File: src/design/assert_macros.svh
// Assertion macros for the joystick drive mixer.
// Needs aclk and aresetn in the scope where a macro is used.
`ifndef ASSERT_MACROS_SVH
`define ASSERT_MACROS_SVH

// Property checked on every clock edge outside reset
`define JDM_ASSERT(lbl, prop, msg) \
    lbl: assert property (@(posedge aclk) disable iff (!aresetn) (prop)) else $error(msg);

// Antecedent implies consequent in the same cycle
`define JDM_ASSERT_IMP(lbl, ante, cons, msg) \
    lbl: assert property (@(posedge aclk) disable iff (!aresetn) (ante) |-> (cons)) \
        else $error(msg);

`endif

File: src/design/jdm_pkg.sv
// Shared types and constants for the joystick drive mixer.
// No dependencies.
package jdm_pkg;

    localparam logic [7:0] CMD_JOYSTICK = 8'h44;  // 'D'
    localparam logic [7:0] CMD_HEADING  = 8'h53;  // 'S'

    localparam int QUEUE_DEPTH = 2;
    localparam int DRIVE_W     = 10;
    localparam int PROD_W      = 18;
    localparam int SCALED_W    = 32;
    localparam int RECIP_SHIFT = 21;
    localparam int QUOT_W      = SCALED_W - RECIP_SHIFT;
    // (2^21 - 1) / 127, applied to (m+1); exact for (m+1) < 2^21
    localparam logic [14:0] RECIP_127 = 15'd16513;

    typedef enum logic [2:0] {
        POS_CMD  = 3'b001,
        POS_ARG  = 3'b010,
        POS_LAST = 3'b100
    } frame_pos_t;

    typedef struct packed {
        logic       is_joy;
        logic [7:0] arg_a;
        logic [7:0] arg_b;
    } frame_t;

endpackage

File: src/design/joystick_drive_mixer.sv
// Joystick drive mixer: takes one received byte per cycle, groups bytes in
// frames of command, first argument, second argument, and for a 'D' or 'S'
// frame delivers one word of two signed motor drives, clamped to -256..256;
// other frames yield nothing. A byte is taken every cycle unless the front
// end stalls; the result of a frame passes through the frame queue and the
// drive pipeline (product, reciprocal multiply, output register).
// The front end stalls only when a 'D' or 'S' frame closes on a full queue.
// Depends on jdm_pkg, jdm_front, jdm_fifo, jdm_back and assert_macros.svh.
`include "assert_macros.svh"

module joystick_drive_mixer
    import jdm_pkg::*;
#(
    parameter int QueueDepth = QUEUE_DEPTH
) (
    input  logic                      aclk,
    input  logic                      aresetn,
    input  logic                      s_valid,
    output logic                      s_ready,
    input  logic [7:0]                s_rx_byte,
    output logic                      m_valid,
    input  logic                      m_ready,
    output logic signed [DRIVE_W-1:0] m_first_drive,
    output logic signed [DRIVE_W-1:0] m_second_drive
);

    logic   q_push, q_full, q_pop, q_valid;
    frame_t push_item, pop_item;
    logic   first_ok, second_ok;

    jdm_front u_front (
        .aclk      (aclk),
        .aresetn   (aresetn),
        .s_valid   (s_valid),
        .s_ready   (s_ready),
        .s_rx_byte (s_rx_byte),
        .q_full    (q_full),
        .q_push    (q_push),
        .q_item    (push_item)
    );

    jdm_fifo #(
        .Depth (QueueDepth)
    ) u_fifo (
        .aclk      (aclk),
        .aresetn   (aresetn),
        .push      (q_push),
        .push_item (push_item),
        .full      (q_full),
        .pop       (q_pop),
        .pop_valid (q_valid),
        .pop_item  (pop_item)
    );

    jdm_back u_back (
        .aclk           (aclk),
        .aresetn        (aresetn),
        .q_valid        (q_valid),
        .q_item         (pop_item),
        .q_pop          (q_pop),
        .m_valid        (m_valid),
        .m_ready        (m_ready),
        .m_first_drive  (m_first_drive),
        .m_second_drive (m_second_drive)
    );

    assign first_ok  = (m_first_drive >= -10'sd256) && (m_first_drive <= 10'sd256);
    assign second_ok = (m_second_drive >= -10'sd256) && (m_second_drive <= 10'sd256);

    `JDM_ASSERT_IMP(a_no_push_full, q_push, !q_full, "frame pushed into a full queue")
    `JDM_ASSERT_IMP(a_no_pop_empty, q_pop, q_valid, "frame popped from an empty queue")
    `JDM_ASSERT_IMP(a_stall_cause, !s_ready, q_full, "input stalled with queue space free")
    `JDM_ASSERT_IMP(a_drive_range, m_valid, first_ok && second_ok, "drive word out of range")

endmodule

File: src/design/jdm_front.sv
// Front end: assembles three-byte frames and classifies the command.
// Depends on jdm_pkg.
module jdm_front
    import jdm_pkg::*;
(
    input  logic       aclk,
    input  logic       aresetn,
    input  logic       s_valid,
    output logic       s_ready,
    input  logic [7:0] s_rx_byte,
    input  logic       q_full,
    output logic       q_push,
    output frame_t     q_item
);

    frame_pos_t pos_reg, pos_next;
    logic [7:0] cmd_reg;
    logic [7:0] arg_reg;
    logic       known;
    logic       accept;

    assign known  = (cmd_reg == CMD_JOYSTICK) || (cmd_reg == CMD_HEADING);
    // only a closing frame with a known command needs queue space
    assign s_ready = !((pos_reg == POS_LAST) && known && q_full);
    assign accept  = s_valid && s_ready;
    assign q_push  = accept && (pos_reg == POS_LAST) && known;

    assign q_item.is_joy = (cmd_reg == CMD_JOYSTICK);
    assign q_item.arg_a  = arg_reg;
    assign q_item.arg_b  = s_rx_byte;

    always_comb begin
        pos_next = pos_reg;
        if (accept) begin
            unique case (pos_reg)
                POS_CMD:  pos_next = POS_ARG;
                POS_ARG:  pos_next = POS_LAST;
                POS_LAST: pos_next = POS_CMD;
                default:  pos_next = POS_ARG;
            endcase
        end
    end

    always_ff @(posedge aclk) begin
        if (!aresetn) begin
            pos_reg <= POS_CMD;
        end else begin
            pos_reg <= pos_next;
        end
    end

    always_ff @(posedge aclk) begin
        if (accept && (pos_reg == POS_CMD)) begin
            cmd_reg <= s_rx_byte;
        end
        if (accept && (pos_reg == POS_ARG)) begin
            arg_reg <= s_rx_byte;
        end
    end

endmodule

File: src/design/jdm_fifo.sv
// Short queue of decoded frames between front end and drive pipeline.
// Depends on jdm_pkg.
module jdm_fifo
    import jdm_pkg::*;
#(
    parameter int Depth = QUEUE_DEPTH
) (
    input  logic   aclk,
    input  logic   aresetn,
    input  logic   push,
    input  frame_t push_item,
    output logic   full,
    input  logic   pop,
    output logic   pop_valid,
    output frame_t pop_item
);

    localparam int PtrW = (Depth > 1) ? $clog2(Depth) : 1;
    localparam int CntW = $clog2(Depth + 1);
    localparam logic [PtrW-1:0] LastPtr = PtrW'(Depth - 1);

    frame_t          mem [Depth];
    logic [PtrW-1:0] wr_ptr_reg, wr_ptr_next;
    logic [PtrW-1:0] rd_ptr_reg, rd_ptr_next;
    logic [CntW-1:0] count_reg, count_next;
    logic            do_push, do_pop;

    assign full      = (count_reg == CntW'(Depth));
    assign pop_valid = (count_reg != '0);
    assign pop_item  = mem[rd_ptr_reg];
    assign do_push   = push && !full;
    assign do_pop    = pop && pop_valid;

    always_comb begin
        wr_ptr_next = wr_ptr_reg;
        rd_ptr_next = rd_ptr_reg;
        count_next  = count_reg;
        if (do_push) begin
            wr_ptr_next = (wr_ptr_reg == LastPtr) ? '0 : wr_ptr_reg + PtrW'(1);
        end
        if (do_pop) begin
            rd_ptr_next = (rd_ptr_reg == LastPtr) ? '0 : rd_ptr_reg + PtrW'(1);
        end
        if (do_push && !do_pop) begin
            count_next = count_reg + CntW'(1);
        end else if (do_pop && !do_push) begin
            count_next = count_reg - CntW'(1);
        end
    end

    always_ff @(posedge aclk) begin
        if (!aresetn) begin
            wr_ptr_reg <= '0;
            rd_ptr_reg <= '0;
            count_reg  <= '0;
        end else begin
            wr_ptr_reg <= wr_ptr_next;
            rd_ptr_reg <= rd_ptr_next;
            count_reg  <= count_next;
        end
    end

    always_ff @(posedge aclk) begin
        if (do_push) begin
            mem[wr_ptr_reg] <= push_item;
        end
    end

endmodule

File: src/design/jdm_back.sv
// Drive pipeline: mixing product, divide by constant, sign/swap and clamp.
// Depends on jdm_pkg.
module jdm_back
    import jdm_pkg::*;
(
    input  logic                       aclk,
    input  logic                       aresetn,
    input  logic                       q_valid,
    input  frame_t                     q_item,
    output logic                       q_pop,
    output logic                       m_valid,
    input  logic                       m_ready,
    output logic signed [DRIVE_W-1:0]  m_first_drive,
    output logic signed [DRIVE_W-1:0]  m_second_drive
);

    localparam logic signed [QUOT_W-1:0] LimitPos = QUOT_W'(256);
    localparam logic signed [QUOT_W-1:0] LimitNeg = -QUOT_W'(256);

    // ---- stage 1: speed term, steering factor, product ----
    logic signed [8:0]         a_off;
    logic signed [9:0]         p_joy, p_spd, p_sel;
    logic signed [8:0]         d_val, d_neg;
    logic [7:0]                d_mag;
    logic signed [9:0]         k_joy, k_spd, k_sel;
    logic [9:0]                l_twice;
    logic                      same_side;
    logic signed [19:0]        prod_full;

    logic                      s1_valid_reg, s1_valid_next;
    logic signed [PROD_W-1:0]  s1_prod_reg;
    logic signed [9:0]         s1_p_reg;
    logic                      s1_joy_reg, s1_neg_reg, s1_pf_first_reg;

    // ---- stage 2: magnitude times reciprocal, or shift by six for heading ----
    logic [PROD_W-2:0]         mag;
    logic [PROD_W-2:0]         mag_p1;
    logic [SCALED_W-1:0]       scaled;

    logic                      s2_valid_reg, s2_valid_next;
    logic [SCALED_W-1:0]       s2_scaled_reg;
    logic                      s2_sign_reg;
    logic signed [9:0]         s2_p_reg;
    logic                      s2_neg_reg, s2_pf_first_reg;

    // ---- stage 3: sign, swap, clamp ----
    logic signed [QUOT_W-1:0]  quot, pf, p_ext, first_raw, second_raw;
    logic                      m_valid_reg, m_valid_next;
    logic signed [DRIVE_W-1:0] first_reg, second_reg;

    logic out_ld, s2_free, s1_free;

    function automatic logic signed [DRIVE_W-1:0] clamp_drive(
        input logic signed [QUOT_W-1:0] v
    );
        logic signed [QUOT_W-1:0] c;
        begin
            c = v;
            if (v > LimitPos) c = LimitPos;
            if (v < LimitNeg) c = LimitNeg;
            clamp_drive = c[DRIVE_W-1:0];
        end
    endfunction

    assign out_ld  = !m_valid_reg || m_ready;
    assign s2_free = !s2_valid_reg || out_ld;
    assign s1_free = !s1_valid_reg || s2_free;
    assign q_pop   = q_valid && s1_free;

    always_comb begin
        a_off   = $signed({1'b0, q_item.arg_a}) - 9'sd127;
        p_joy   = {a_off, 1'b0};
        if ((p_joy > -10'sd30) && (p_joy < 10'sd30)) begin
            p_joy = '0;
        end
        d_val = 9'sd127 - $signed({1'b0, q_item.arg_b});
        d_neg = -d_val;
        d_mag = d_val[8] ? d_neg[7:0] : d_val[7:0];
        // inside the steering dead zone the factor is 127/127
        if (d_mag < 8'd15) begin
            k_joy = 10'sd127;
        end else begin
            k_joy = 10'sd127 - $signed({1'b0, d_mag, 1'b0});
        end
        same_side = (!p_joy[9] && !d_val[8]) || ((p_joy <= 0) && (d_val <= 0));

        p_spd   = (q_item.arg_a < 8'd50) ? 10'sd0 : $signed({2'b00, q_item.arg_a});
        l_twice = {3'b000, q_item.arg_b[5:0], 1'b0};
        // odd quadrants ramp down, even ones ramp up
        k_spd   = q_item.arg_b[6] ? (10'sd64 - $signed(l_twice))
                                  : ($signed(l_twice) - 10'sd64);

        p_sel     = q_item.is_joy ? p_joy : p_spd;
        k_sel     = q_item.is_joy ? k_joy : k_spd;
        prod_full = p_sel * k_sel;
    end

    always_comb begin
        mag    = s1_prod_reg[PROD_W-1] ? (PROD_W-1)'(-s1_prod_reg)
                                       : s1_prod_reg[PROD_W-2:0];
        mag_p1 = mag + (PROD_W-1)'(1);
        if (s1_joy_reg) begin
            scaled = SCALED_W'(mag_p1) * SCALED_W'(RECIP_127);
        end else begin
            scaled = {QUOT_W'(mag[PROD_W-2:6]), {RECIP_SHIFT{1'b0}}};
        end
    end

    always_comb begin
        quot       = $signed(s2_scaled_reg[SCALED_W-1:RECIP_SHIFT]);
        pf         = s2_sign_reg ? -quot : quot;
        p_ext      = QUOT_W'(s2_p_reg);
        first_raw  = s2_pf_first_reg ? pf : p_ext;
        second_raw = s2_pf_first_reg ? p_ext : pf;
        if (s2_neg_reg) begin
            first_raw  = -first_raw;
            second_raw = -second_raw;
        end
    end

    assign s1_valid_next = s1_free ? q_valid : s1_valid_reg;
    assign s2_valid_next = s2_free ? s1_valid_reg : s2_valid_reg;
    assign m_valid_next  = out_ld ? s2_valid_reg : m_valid_reg;

    always_ff @(posedge aclk) begin
        if (!aresetn) begin
            s1_valid_reg <= 1'b0;
            s2_valid_reg <= 1'b0;
            m_valid_reg  <= 1'b0;
        end else begin
            s1_valid_reg <= s1_valid_next;
            s2_valid_reg <= s2_valid_next;
            m_valid_reg  <= m_valid_next;
        end
    end

    always_ff @(posedge aclk) begin
        if (q_pop) begin
            s1_prod_reg     <= prod_full[PROD_W-1:0];
            s1_p_reg        <= p_sel;
            s1_joy_reg      <= q_item.is_joy;
            s1_neg_reg      <= !q_item.is_joy && !q_item.arg_b[7];
            s1_pf_first_reg <= q_item.is_joy ? same_side : q_item.arg_b[6];
        end
        if (s1_valid_reg && s2_free) begin
            s2_scaled_reg   <= scaled;
            s2_sign_reg     <= s1_prod_reg[PROD_W-1];
            s2_p_reg        <= s1_p_reg;
            s2_neg_reg      <= s1_neg_reg;
            s2_pf_first_reg <= s1_pf_first_reg;
        end
        if (s2_valid_reg && out_ld) begin
            first_reg  <= clamp_drive(first_raw);
            second_reg <= clamp_drive(second_raw);
        end
    end

    assign m_valid        = m_valid_reg;
    assign m_first_drive  = first_reg;
    assign m_second_drive = second_reg;

endmodule

File: config.mk
export PLATFORM = sky130hd
export DESIGN_NAME = joystick_drive_mixer
export DESIGN_NICKNAME = d
export VERILOG_FILES = /design/src/design/jdm_pkg.sv /design/src/design/joystick_drive_mixer.sv /design/src/design/jdm_front.sv /design/src/design/jdm_fifo.sv /design/src/design/jdm_back.sv
export VERILOG_INCLUDE_DIRS = /design/src /design/src/design
export SDC_FILE = /design/constraint.sdc
export NUM_CORES = 1
export LEC_CHECK = 0
export BUFFER_PORTS_ARGS = -buffer_cell sky130_fd_sc_hd__clkbuf_2
export CORE_MARGIN = 4
export CORE_UTILIZATION = 63
export CTS_CLUSTER_DIAMETER = 120
export DETAILED_ROUTE_END_ITERATION = 7
export HOLD_SLACK_MARGIN = 0.02
export PLACE_DENSITY = 0.85
export SLEW_MARGIN = 40
export SYNTH_ARGS = -nofsm -noshare
export SYNTH_HDL_FRONTEND = slang
export SYNTH_SLANG_ARGS = --single-unit
File: constraint.sdc
create_clock -name aclk -period 18 [get_ports aclk]
set_input_delay 0.9 -clock aclk [delete_from_list [all_inputs] [get_ports aclk]]
set_output_delay 0.9 -clock aclk [all_outputs]
set_load 0.005 [all_outputs]
==> summary.md <==
| Metric | Value |
|---|---|
| Outcome | complete, no violations |
| Critical path class | flip-flop to flip-flop |
| FF+latch count, synth | ~140 |
| Ports | 34 |
| Ant diodes | 0 |
| Worst path bufs/invs | 9 |
| Vias | between 9000 and 10000 |
| Final Routed Wirelength | around 28000 um |
| GP Congestion | a little over 0.9 |
| Distinct cells, synth | between 80 and 90 |
| CTS buffer count | 17 |
| Min Clock Period, post-route | slightly below 9 ns |
| CTS Buffer Depth | 2 |
| Pin count of the biggest net entering global routing | 43 |
| Fillers | roughly 1500 |
| Post-Syn Area | ~13000 um^2 |
| Most frequent cells in the layout | inv_1 (146), edfxtp_1 (125), ha_1 (117), fa_1 (85), nor2_1 (81) |
| RSZ-0062 raised after global routing | false |
| Number of global-route vias before repair | roughly 10000 |
| Skew final | between 0.01 and 0.015 ns |
| CP arrival | between 8 and 9 ns |
| Syn avg cell area | ~10 um^2 |
| Starting density of the core | 0.6396 |
| Most common cell after layout, fill and taps aside | inv_1 |
| Delay-heaviest family, CP | adder cells |
| FMAX | 114.3 MHz |
| Post-route cell area | 13930 um^2 |
| Clock sink count | roughly 140 |
| Largest register FFs | 34 |
| Max incr delay on CP | roughly 0.57 ns |
| Core area | between 20000 and 25000 um^2 |
| Worst-path fanout max | 38 |
| DR WL/cell | roughly 18 um |
| Worst slew pin tran | slightly below 0.8 ns |
| Setup TNS | 0 ns |
| Top FF cell, synth | edfxtp_1 |
| Die X | 151.1 um |
| Worst endpoint required time | between 15 and 20 ns |
| R2R setup slack | 9.25 ns |
| GRT overflow | 0 |
| Area Growth Syn to Fin | 7.982% |
| DRC viols | 0 |
| Crit end category | flip-flop |
| Nets | between 1500 and 2000 |
| Drt via density | ~6 |
| H-Tree Depth | 4 |
| Share of cells above drive strength 1 | 0.08968 |
| HPWL after detailed placement | ~22000 um |
| Routed Antenna Nets | 0 |
| Fin. max-slew vios | 0 |
| CTS resizes | 0 |
| Max cap viols | 0 |
| CTS Hold Bufs | 0 |
| Syn Inst Count | 1289 |
| Post-DP Area | about 13000 um^2 |
| Die area | around 23000 um^2 |
| Worst Setup Start Kind | flip-flop |
| FF+latch area | between 3000 and 4000 um^2 |
| CP dominant cell by count | inv_1 |
| Seq/Total Area, Yosys | 0.3081 |
| Clock-pin slew on the worst setup and hold paths | 0.07 ns |
| Initial antenna violation count | 0 |
| Minimum hold slack | approximately 0.42 ns |
| GR Util All Layers | 0.2601 |
| Die Span Y | 151.1 um |
| Fin. Hold Viols | 0 |
| Endpoints failing setup | 0 |
| Slowest-stage cell, CP | fa_1 |
| TritonRoute pass-1 iters | 6 |
| Slew HR | 0.4656 |
| Initial DRC count | between 800 and 900 |
| TritonCTS clock tree | yes |
| Worst-skew pair later-pin latency | ~0.43 ns |
| PortBufs | 33 |
| Row cnt | between 50 and 60 |
| Setup bufs post-CTS | 0 |
| Multi-input logic area | between 8000 and 9000 um^2 |
| First-pass GRT wire length | 47680 um |
| Post-synthesis net count | about 1500 |
| Ys async rst share | 0 |
| Post-synth EDFFs | about 130 |
| CTS root buffer | clkbuf_16 |
| Crit share post-route | 0.4861 |
| Yosys warnings | 0 |
| Min-Delay Path Class | flip-flop to flip-flop |
## final cells by class
| class | count | share of cell area |
|---|---|---|
| inverters | 147 | 0.03961 |
| clock inverters | 15 | 0.009791 |
| clock buffers | 17 | 0.03054 |
| well taps | 270 | 0.02425 |
| multi-input cells | 970 | 0.5938 |
| repair buffers | 42 | 0.01671 |
| flip-flops and latches | 136 | 0.2853 |
## final timing paths
kind	startpoint	to	cells past startpoint
setup reg to reg	flip-flop	u_back.s1_prod_reg[17]	31
hold reg to reg	u_back.s1_p_reg[4]	u_back.s2_p_reg[4]	0
setup / recovery	flip-flop	u_back.s1_prod_reg[17]	31
hold / removal	u_back.s1_p_reg[4]	u_back.s2_p_reg[4]	0
## per-stage QoR
| step | worst slack, ns | cells | util |
|---|---|---|---|
| after floorplan | 9.675 | 1289 | - |
| after global placement | 9.639 | 1565 | 0.6604 |
| after detailed placement | 9.405 | 1565 | 0.6621 |
| after CTS | 9.333 | 1597 | 0.6900 |
| after global routing | 8.601 | 1597 | 0.6906 |
| final | 9.251 | 1597 | 0.6906 |
## layer usage
layer | up-vias | track usage | part of all wire
li1 | 4684 | - | -
met1 | 4729 | 0.3200 | 0.40
met2 | 382 | 0.4532 | 0.51
met3 | 75 | 0.04578 | 0.056
met4 | 0 | 0.1070 | 0.034
met5 | - | 0 | 0
## cell usage after synthesis (27+ instances only)
| library cell | count | share of area |
|---|---|---|
| o21ai_0 | 39 | 0.015 |
| a21oi_1 | 45 | 0.017 |
| nor2_1 | 82 | 0.024 |
| nor3_1 | 37 | 0.014 |
| nand2_1 | 76 | 0.022 |
| xor2_1 | 33 | 0.022 |
| mux2i_1 | 27 | 0.021 |
| xnor2_1 | 66 | 0.045 |
| inv_1 | 146 | 0.042 |
| fa_1 | 85 | 0.13 |
| edfxtp_1 | 125 | 0.29 |
| ha_1 | 117 | 0.11 |
## kinds of logic after synthesis
family                     synth area share
AOI/OAI and AO/OA                    0.1319
muxes                               0.02881
DFF                                  0.3081
xor gates and xnor gates            0.06896
and+or+nand+nor                      0.1615
buffers and inverters               0.05509
other                             0.0002907
adders and majority gates            0.2454
Power is not shown: default switching activity piles up to over one toggle a cycle in this logic, so the estimate is an artifact.
